$ cat src/rpr_pkg.sv
// Shared types and constants for the relocation patch resolver.
package rpr_pkg;

	localparam int LABEL_SLOTS = 64;
	localparam int CNT_W = $clog2(LABEL_SLOTS + 1);
	localparam int IDX_W = (LABEL_SLOTS > 1) ? $clog2(LABEL_SLOTS) : 1;

	localparam logic [1:0] CMD_CLEAR = 2'd0;
	localparam logic [1:0] CMD_LOAD  = 2'd1;
	localparam logic [1:0] CMD_APPLY = 2'd2;

	localparam logic [1:0] STATUS_OK        = 2'd0;
	localparam logic [1:0] STATUS_UNDEFINED = 2'd1;
	localparam logic [1:0] STATUS_NO_CODE   = 2'd2;

	localparam logic CFG_CODE_SIZE  = 1'b0;
	localparam logic CFG_BASE_VADDR = 1'b1;

	localparam logic [31:0] REL_BIAS   = 32'd4;
	localparam logic [32:0] EIGHT_SPAN = 33'd7;

	localparam logic [3:0] BYTES_NONE  = 4'd0;
	localparam logic [3:0] BYTES_FOUR  = 4'd4;
	localparam logic [3:0] BYTES_EIGHT = 4'd8;

	typedef struct packed {
		logic [1:0]  cmd;
		logic [31:0] label_key;
		logic [31:0] label_offset;
		logic [31:0] patch_pos;
		logic        pc_rel;
	} item_t;

	typedef struct packed {
		logic [31:0] patch_address;
		logic [63:0] patch_value;
		logic [3:0]  byte_count;
		logic [1:0]  status;
	} result_t;

	// Search token handed from cell to cell
	typedef struct packed {
		logic        active;
		logic        found;
		logic [31:0] key;
		logic [31:0] offset;
	} tok_t;

endpackage

$ cat src/rpr_cell.sv
// One label slot of the search chain: holds a pair and matches the passing token.
module rpr_cell import rpr_pkg::*; (
	input  logic        clk,
	input  logic        arst_n,
	input  logic        wr_en,
	input  logic [31:0] wr_key,
	input  logic [31:0] wr_offset,
	input  logic        live,
	input  tok_t        tok_in,
	output tok_t        tok_out
);

	logic [31:0] key_q;
	logic [31:0] offset_q;
	logic        active_q;
	logic        found_q;
	logic [31:0] tkey_q;
	logic [31:0] toffset_q;
	logic        hit;

	always_ff @(posedge clk) begin
		if (wr_en) begin
			key_q    <= wr_key;
			offset_q <= wr_offset;
		end
	end

	// earlier cells already matched: keep their offset
	assign hit = tok_in.active && !tok_in.found && live && (key_q == tok_in.key);

	always_ff @(posedge clk or negedge arst_n) begin
		if (!arst_n) begin
			active_q <= 1'b0;
		end else begin
			active_q <= tok_in.active;
		end
	end

	always_ff @(posedge clk) begin
		found_q   <= tok_in.found | hit;
		tkey_q    <= tok_in.key;
		toffset_q <= hit ? offset_q : tok_in.offset;
	end

	assign tok_out = '{active: active_q, found: found_q, key: tkey_q, offset: toffset_q};

endmodule

$ cat config.mk
export PLATFORM = sky130hd
export DESIGN_NAME = rpr_cell
export DESIGN_NICKNAME = d
export VERILOG_FILES = /design/src/rpr_pkg.sv /design/src/rpr_cell.sv
export SDC_FILE = /design/constraint.sdc
export NUM_CORES = 1
export LEC_CHECK = 0
export ABC_AREA = 1
export BUFFER_PORTS_ARGS = -buffer_cell sky130_fd_sc_hd__buf_2
export CAP_MARGIN = 20
export CORE_MARGIN = 2
export CORE_UTILIZATION = 46
export CTS_CLUSTER_SIZE = 10
export DETAILED_ROUTE_END_ITERATION = 12
export PLACE_DENSITY = 0.83
export RECOVER_POWER = 100
export SETUP_SLACK_MARGIN = 0.5
export SLEW_MARGIN = 20
export SYNTH_ARGS = -nofsm -noshare
export SYNTH_HDL_FRONTEND = slang
export SYNTH_SLANG_ARGS = --single-unit
$ cat constraint.sdc
create_clock -name clk -period 1.72 [get_ports clk]
set_input_delay 0.258 -clock clk [delete_from_list [all_inputs] [get_ports clk]]
set_output_delay 0.258 -clock clk [all_outputs]
set_load 0.02 [all_outputs]
==> results of run 1 <==
layout make-up:
class                   instances  area share
multi-input cells             186       0.132
repair buffers                341       0.350
clock inverters                13      0.0228
flip-flops and latches        130       0.411
diodes                          3    0.000936
inverters                      27      0.0126
clock buffers                  19      0.0538
well taps                     111      0.0173
sequential cells by signal (all words and copies together) (netlist names):
name,cells
found_q,1
key_q,32
tkey_q,32
toffset_q,32
active_q,1
offset_q,32
where the power goes:
part	internal [W]	switching (W)	total [W]	leakage [nW]
clock network	0.00240	0.00134	0.00374	0.306
registers	0.00348	0.0000970	0.00358	1.19
logic	0.000518	0.000426	0.000943	2.04
metal layers:
layer  vias to the layer above  wire [µm]
li1                       1902          -
met2                       259       8930
met5                         -          0
met4                         0        889
met3                        71       1180
met1                      1999       5270
repair_timing:
item / CTS / global route
hold buffers: 130 / 1
hold endpoints to repair: 131 / 1
pin swaps: 6 / 13
setup buffers: 2 / 1
gates resized for setup: 135 / 96
setup endpoints to repair: 97 / 96
gates cloned: 4 / 3
per-stage QoR:
stage / setup TNS (ns) / setup slack (ns) / instance area (µm²) / total power (W) / util
6_report: -0.583 / -0.0695 / 8020 / 0.00826 / 0.872
5_1_grt: -2.41 / -0.143 / 8020 / 0.00852 / 0.872
4_1_cts: 0 / 0.0902 / 7850 / 0.00816 / 0.853
3_5_place_dp: -0.205 / -0.0477 / 5460 / 0.00416 / 0.594
3_3_place_gp: 0 / 0.0720 / 5460 / 0.00413 / 0.594
2_1_floorplan: 0 / 0.366 / 4370 / 0.00384 / -
critical path: stages, from the launching register on:
cell,delay [ns]
edfxtp_1,0.43
xnor2_2,0.19
nand2_1,0.10
nor2_2,0.16
nand2_2,0.10
nor2_4,0.11
buf_12,0.18
nand3_4,0.19
nand2_2,0.14
nand2_1,0.07
worst paths after layout:
path	endpoint	slack, ns	depth (start not counted)
max reg2reg	toffset_q[3]$_DFF_P_	-0.07	9
min	active_q$_DFF_PN0_	0.1	2
min in group clk	active_q$_DFF_PN0_	0.43	2
max	toffset_q[3]$_DFF_P_	-0.07	9
max in group asynchronous	active_q$_DFF_PN0_	1.50	2
min reg2reg	toffset_q[30]$_DFF_P_	0.49	2
logic make-up (layout without fill, tap and decap cells):
group / after synthesis / in the layout / synth area share
flops: 130 / 130 / 0.745
compound gates: 5 / 5 / 0.00660
simple gates: 159 / 163 / 0.165
xor+xnor: 18 / 18 / 0.0362
buf+inv: 41 / 400 / 0.0465
other cells: 0 / 3 / 0
synth_stat cells:
cell type  count
edfxtp_1      64
dfxtp_1       65
o21ai_1        3
nor2_1        10
nand2_2        1
nor2_4         1
inv_1         25
o211ai_1       1
xnor2_1       18
nand2_1      111
dfrtp_1        1
nor2_8         1
nor2_2         1
nand3_1        1
o22ai_1        1
nand3_4        1
nand4_1       32
buf_4          5
buf_6          3
inv_2          2
buf_2          6
==> flow_summary_export.csv, run 1 <==
group,metric,value,unit
global_routing,use_met1,0.254,
power_and_ir_drop,p_leak,3.53,nW
drt,drt_wl_total,16300,µm
floorplan,core_area,9200,µm²
global_routing,grt.met2_usage,0.533,
global_routing,gr-total-overflow,0,
timing,fmax,0.559,GHz
cells_and_area,layoutNonFillerInstCount,830,
drt,ant_nets,0,
setup_path,cp-end-kind,"flop",
drt,routedWlPerCell,19.6,µm
clock_tree,cts_tree,"yes",
synth,syn_inst,353,
cells_and_area,multi_input_area,1050,µm²
cells_and_area,syn_to_final_growth,84.0,%
setup_path,cp_max_fo,9,
status,violations,"capacitance limit, slew limit, setup timing",
cells_and_area,final_layout_size_suffix_gt1_frac,0.383,
cells_and_area,fin_nets,837,
global_routing,grt_antenna_before_repair,3,
clock_tree,clock_path_buffers,2,
setup_path,r2r-start,"key_q[18]$_DFFE_PP_",
synth,netlist.area_leader.share,0.441,
power_and_ir_drop,power.density,1030,nW/µm²
drt,first_pass_iters,5,
timing,tightest_slew,1.64,ns
setup_path,critPathRequiredTime,2.10,ns
place,port_buffers,199,
timing,period_share,1.04,
global_routing,grt_pass1_wl,20800,µm
setup_path,critPathArrivalTime,2.17,ns
global_routing,grt_pass1_vias,4400,
global_routing,grt_use_total,0.275,
timing,relSlewSlack,-0.0936,
synth,yosysWarnings,0,
place,gp_congestion,0.756,
run,drv_cap,1,
clock_tree,insertion_delay,0.49,ns
floorplan,boundaryPins,200,
setup_path,startpoint,"key_q[18]$_DFFE_PP_",
setup_path,critPathLaunchType,"flop",
synth,ys_seq_area_frac,0.745,
place,dp.cells,654,
synth,synth-seq-cells,130,
cells_and_area,layout_commonest_cell,"dlygate4sd3_1",
synth,synthesis.nets,487,
global_routing,grt_use_met3,0.0738,
timing,fin_worst_skew,0.00820,ns
synth,synth_area_leader_cell,"edfxtp_1",
global_routing,grt_max_degree,65,
floorplan,die_w,101,µm
timing,setup_slack,-0.0695,ns
timing,drv_slew,65,
clock_tree,cts_buffers,17,
synth,synth.area.top_cells,"edfxtp_1 (44%), dfxtp_1 (30%), nand2_1 (9.6%)",
setup_path,crit_type,"reg -> reg",
clock_tree,clock-sinks,130,
floorplan,die_h,101,µm
status,outcome,"finished, violations left",
clock_tree,clkTransAtPathRegs,0.06,ns
floorplan,initial_utilization,0.474,
drt,drc,0,
clock_tree,cts_root_buf,"clkbuf_8",
worst_hold_path,hp-class,"in -> async",
cells_and_area,final_cell_mix,"dlygate4sd3_1 (131), buf_2 (95), nand2_1 (87), edfxtp_1 (64), buf_6 (62)",
timing,rsz0062_at_grt,"true",
timing,layout_min_cycle_time,1.79,ns
floorplan,num_rows,35,
power_and_ir_drop,irDropWorstVdd,0.752,mV
synth,syn-cell-area,4360,µm²
timing,setup_viol,18,
synth,netlist-cell-type-count,21,
cells_and_area,fillers,442,
place,dpl.hpwl,6850,µm
floorplan,design.die.area,10300,µm²
drt,drt_first_iter_violations,165,
drt,avgViaCountPerCell,5.10,
synth,avgSynthCellArea,12.3,µm²
clock_tree,ctsHtreeMaxLevel,4,
drt,vias,4231,
global_routing,grt.busiest_layer,"met2",
timing,finalHoldViolCount,0,
timing,whs,0.0988,ns
cells_and_area,ff_latch_area,3300,µm²
No activity file was read; power rests on OpenSTA's default activity.
==> inputs of run 2 (changes only) <==
- CORE_ASPECT_RATIO: default -> 1.1
==> run 2 against run 1 <==
Routed wire length shrank 9.2%. Critical path depth is the same. Via count fell by 4.3%. Die area about the same. Sequential power about the same. Utilization is 2.1 points lower. Non-clock buffer count stayed put. Clock power down 14%. The flow finishes with violations (capacitance limit, slew limit). Maximum frequency is 6.5% higher. Design area fell by 1.2%. Critical endpoint is now toffset_q[26]$_DFF_P_.
==> flow_summary_export.csv, run 2 (synthesis results as in run 1) <==
group,metric,value,unit
timing,rsz0062_at_grt,"true",
clock_tree,cts_root_buf,"clkbuf_8",
cells_and_area,final_cell_mix,"dlygate4sd3_1 (131), buf_2 (93), nand2_1 (91), buf_6 (66), edfxtp_1 (64)",
timing,drv_slew,65,
timing,relSlewSlack,-0.0566,
floorplan,die_w,96.8,µm
cells_and_area,fillers,456,
drt,ant_nets,0,
place,gp_congestion,0.725,
cells_and_area,layout_commonest_cell,"dlygate4sd3_1",
setup_path,critPathLaunchType,"flop",
global_routing,grt_pass1_wl,21600,µm
cells_and_area,fin_area,7920,µm²
drt,vias,4048,
floorplan,design.die.area,10300,µm²
floorplan,core_area,9310,µm²
place,dpl_cell_area,5460,µm²
place,dpl.hpwl,6780,µm
drt,drc,0,
timing,setup_slack,0.0391,ns
clock_tree,ctsHtreeMaxLevel,4,
setup_path,crit_type,"reg -> reg",
timing,period_share,0.977,
status,violations,"capacitance limit, slew limit",
setup_path,cp_max_fo,8,
place,port_buffers,199,
cells_and_area,syn_to_final_growth,81.7,%
clock_tree,insertion_delay,0.51,ns
global_routing,grt_antenna_before_repair,0,
global_routing,grt_use_total,0.277,
cells_and_area,fin_nets,835,
global_routing,grt_max_degree,65,
place,dp_slack,-0.0811,ns
drt,routedWlPerCell,17.8,µm
timing,layout_min_cycle_time,1.68,ns
worst_hold_path,hp-class,"in -> async",
timing,finalHoldViolCount,0,
global_routing,grt_pass1_vias,4378,
power_and_ir_drop,power.density,976,nW/µm²
setup_path,cp-end-kind,"flop",
power_and_ir_drop,p_leak,3.50,nW
clock_tree,clkTransAtPathRegs,0.06,ns
timing,fmax,0.595,GHz
status,outcome,"finished, violations left",
drt,drt_wl_total,14800,µm
floorplan,boundaryPins,200,
power_and_ir_drop,irDropWorstVdd,0.648,mV
run,drv_cap,1,
timing,setup_viol,0,
setup_path,critPathArrivalTime,2.08,ns
floorplan,die_h,106,µm
floorplan,num_rows,37,
drt,drt_first_iter_violations,227,
timing,fin_worst_skew,0.00893,ns
cells_and_area,final_layout_size_suffix_gt1_frac,0.391,
setup_path,critPathRequiredTime,2.12,ns
clock_tree,clock-sinks,130,
clock_tree,cts_buffers,17,
drt,first_pass_iters,4,
drt,avgViaCountPerCell,4.87,
timing,tightest_slew,1.58,ns
global_routing,gr-total-overflow,0,
floorplan,initial_utilization,0.468,
clock_tree,clock_path_buffers,2,
clock_tree,cts_tree,"yes",
## run 2: changes by cell type in the layout (fill, tap and decap cells not counted), moves of 2 or more
cell / previous run / this run
buf_2: 95 / 93
buf_6: 62 / 66
bufinv_16: 4 / 1
clkbuf_1: 46 / 48
clkinv_4: 4 / 0
dfxtp_1: 25 / 13
dfxtp_2: 40 / 52
diode_2: 3 / 1
nand2_1: 87 / 91
nand2_2: 25 / 21
nand3_4: 5 / 3
nor2_1: 8 / 6
nor2_2: 2 / 4
## run 2: final timing paths
check                                       start               endpoint  slack (ns)  depth (start not counted)
max                            key_q[1]$_DFFE_PP_  toffset_q[26]$_DFF_P_        0.04                          9
min                                        arst_n     active_q$_DFF_PN0_        0.07                          2
max reg2reg                    key_q[1]$_DFFE_PP_  toffset_q[26]$_DFF_P_        0.04                          9
min reg2reg                offset_q[12]$_DFFE_PP_  toffset_q[12]$_DFF_P_        0.50                          2
max in group asynchronous                  arst_n     active_q$_DFF_PN0_        1.57                          2
min in group clk                       tok_in[56]     tkey_q[24]$_DFF_P_        0.41                          2
## run 2: report_power, final
group / leakage [nW] / total (W) / switching (W) / internal [W]
Combinational: 2.05 / 0.000931 / 0.000405 / 0.000526
Clock: 0.261 / 0.00321 / 0.00123 / 0.00198
Sequential: 1.19 / 0.00358 / 0.0000958 / 0.00349
## run 2: stage by stage
stage	hold slack, ns	util	TNS (ns)	total power, W	cells
after global routing	0.0608	0.851	-0.806	0.00799	831
after global placement	0.0325	0.587	-0.0589	0.00413	659
after floorplan	-0.0376	-	0	0.00384	353
after CTS	-0.149	0.848	0	0.00769	828
after detailed placement	0.0338	0.587	-1.28	0.00416	659
final	0.0675	0.851	0	0.00773	832
## run 2: what timing repair did
item / CTS / global route
pin swaps: 3 / 4
setup buffers: 6 / 0
cloned: 1 / 2
endpoints found under the setup margin: 99 / 97
gates resized for setup: 201 / 27
hold endpoints to repair: 131 / 1
hold buffers: 130 / 1
## run 2: critical path: stages (launching register included)
cell	delay, ns
edfxtp_1	0.42
xnor2_1	0.16
nand2_1	0.08
nor2_2	0.10
nand2_1	0.11
nor2_4	0.19
buf_12	0.15
nand3_4	0.16
nand2_1	0.14
nand2_1	0.07
## run 2: layout make-up
class | count | area (µm²) | area share
Timing Repair Buffer | 341 | 2820 | 0.356
Tap cell | 117 | 146 | 0.0185
Clock buffer | 26 | 468 | 0.0591
Clock inverter | 6 | 56.3 | 0.00711
Antenna cell | 1 | 2.50 | 0.000316
Multi-Input combinational cell | 184 | 1010 | 0.128
Inverter | 27 | 101 | 0.0128
Sequential cell | 130 | 3310 | 0.418
## run 2: routing by layer
metal  wire [µm]  GRT usage
met5           0          0
met4         530      0.130
met3         796     0.0756
met2        8480      0.546
met1        4970      0.262
==> inputs of run 3 (changes only) <==
- CORE_MARGIN: 2 -> default
- clock period: 1.72 -> 1.7 ns (I/O delays scaled with it)
==> run 3 against run 2 <==
The run ends with capacitance limit, slew limit, setup timing left. Register-to-register slack got worse by 0.13 ns. Design area increased by 2.6%. Critical path depth unchanged. Utilization increased by 5.1 points. Global-route usage increased by 4.9 points. Count of clock-buffer cells in the layout decreased by 3. Largest cell class unchanged. Largest power group unchanged.
==> flow_summary_export.csv, run 3 (synthesis results as in run 1) <==
group,metric,value,unit
drt,drt_wl_total,16300,µm
floorplan,die_w,94.8,µm
timing,rsz0062_at_grt,"true",
drt,ant_nets,0,
global_routing,grt_pass1_wl,23000,µm
cells_and_area,utilization,0.902,
floorplan,initial_utilization,0.484,
timing,fmax,0.557,GHz
timing,period_share,1.06,
global_routing,grt_pass1_vias,4612,
drt,routedWlPerCell,19.4,µm
setup_path,timing.critical_path.mode_cell,"nand2_1",
clock_tree,ctsHtreeMaxLevel,4,
drt,avgViaCountPerCell,5.07,
setup_path,crit_type,"reg -> reg",
power_and_ir_drop,irDropWorstVdd,0.983,mV
place,port_buffers,199,
floorplan,boundaryPins,200,
clock_tree,insertion_delay,0.52,ns
floorplan,die_h,104,µm
global_routing,gr-total-overflow,0,
cells_and_area,final_layout_size_suffix_gt1_frac,0.425,
setup_path,critPathLaunchType,"flop",
timing,drv_slew,65,
setup_path,critPathSlowestCell,"edfxtp_1",
place,dpl.hpwl,6750,µm
setup_path,critPathArrivalTime,2.19,ns
run,drv_cap,1,
clock_tree,cts_root_buf,"clkbuf_8",
clock_tree,clock_path_buffers,2,
setup_path,cp_max_fo,8,
power_and_ir_drop,power.density,1010,nW/µm²
global_routing,grt_use_total,0.326,
drt,first_pass_iters,4,
setup_path,cp-end-kind,"flop",
cells_and_area,fin_nets,844,
clock_tree,cts_tree,"yes",
timing,setup_slack,-0.0950,ns
timing,relSlewSlack,-0.0641,
status,violations,"capacitance limit, slew limit, setup timing",
drt,drc,0,
timing,setup_tns,-1.27,ns
setup_path,slowest_delay,0.42,ns
worst_hold_path,hp-class,"in -> async",
cells_and_area,syn_to_final_growth,86.5,%
setup_path,critPathRequiredTime,2.10,ns
place,gp_congestion,0.818,
timing,layout_min_cycle_time,1.80,ns
drt,drt_first_iter_violations,224,
timing,tightest_slew,1.60,ns
cells_and_area,layout_commonest_cell,"dlygate4sd3_1",
power_and_ir_drop,power,0.00818,W
power_and_ir_drop,p_leak,3.60,nW
global_routing,grt_antenna_before_repair,2,
timing,fin_worst_skew,0.0123,ns
floorplan,num_rows,36,
floorplan,core_area,9010,µm²
floorplan,design.die.area,9870,µm²
timing,setup_viol,27,
global_routing,grt_max_degree,65,
drt,vias,4250,
setup_path,crit_chain,"xnor2_1 -> nand2_1 -> nor2_1 -> nand2_1 -> nor2_4 -> buf_6 -> nand3_4 -> nand2_1 -> nand2_1",
clock_tree,clock-sinks,130,
status,outcome,"finished, violations left",
clock_tree,cts_buffers,17,
timing,finalHoldViolCount,0,
clock_tree,clkTransAtPathRegs,0.06,ns
cells_and_area,final_cell_mix,"dlygate4sd3_1 (131), buf_2 (93), nand2_1 (92), buf_6 (71)",
-- run 3: changes by cell type in the layout (fill, tap and decap cells not counted), sizes merged, moves of 2 or more --
cell,before,now
buf,167,175
clkbuf,69,64
nand3,4,6
clkinv,4,6
-- run 3: layer usage --
| metal | vias up | routed length [µm] | part of all wire | global-route usage |
|---|---|---|---|---|
| met5 | - | 0 | 0 | 0 |
| met4 | 0 | 1060 | 0.065 | 0.214 |
| met3 | 86 | 1210 | 0.074 | 0.0921 |
| met2 | 285 | 8800 | 0.54 | 0.587 |
| met1 | 1969 | 5220 | 0.32 | 0.313 |
| li1 | 1910 | - | - | - |
-- run 3: final cells by class --
cell class,count,area (µm²)
Sequential cell,130,3330
Timing Repair Buffer,348,2910
Fill cell,348,881
Multi-Input combinational cell,186,1060
Clock inverter,9,101
Inverter,27,101
Antenna cell,2,5.00
Tap cell,114,143
Clock buffer,23,479
-- run 3: path summary, 6_finish.rpt --
kind / end / cells past startpoint / start / slack (ns)
max: toffset_q[17]$_DFF_P_ / 9 / key_q[15]$_DFFE_PP_ / -0.1
min: active_q$_DFF_PN0_ / 2 / arst_n / 0.05
max reg2reg: toffset_q[17]$_DFF_P_ / 9 / key_q[15]$_DFFE_PP_ / -0.1
min reg2reg: toffset_q[6]$_DFF_P_ / 2 / offset_q[6]$_DFFE_PP_ / 0.50
max in group asynchronous: active_q$_DFF_PN0_ / 2 / arst_n / 1.57
min in group clk: tkey_q[15]$_DFF_P_ / 2 / tok_in[47] / 0.41
-- run 3: power breakdown --
group / switching [W] / internal [W] / total (W)
registers: 0.000103 / 0.00353 / 0.00364
logic: 0.000434 / 0.000540 / 0.000975
clock network: 0.00132 / 0.00225 / 0.00357
total: 0.00186 / 0.00632 / 0.00818
-- run 3: per-stage QoR --
stage	std cells	area [µm²]	hold WS, ns	setup WS (ns)
finish	839	8130	0.0463	-0.0950
global route	839	8130	0.0458	-0.207
CTS	836	8120	0.0321	0.101
detailed placement	657	5450	0.0315	-0.0964
global placement	657	5450	0.0292	-0.00289
floorplan	353	4370	-0.0406	0.346
-- run 3: worst max-delay path, delay by kind of cell, from the launching register on --
family	cells	cell delay, ns
AND/OR/NAND/NOR	7	0.90
buffers and inverters	1	0.16
XOR/XNOR	1	0.20
flip-flops	1	0.42
-- run 3: what timing repair did --
item | in CTS | in global routing
pin swaps | 17 | 9
buffers inserted | 10 | 1
hold buffers | 131 | 0
gates cloned | 6 | 0
resized for setup | 217 | 22
setup endpoints to repair | 99 | 99
endpoints found under the hold margin | 131 | 0
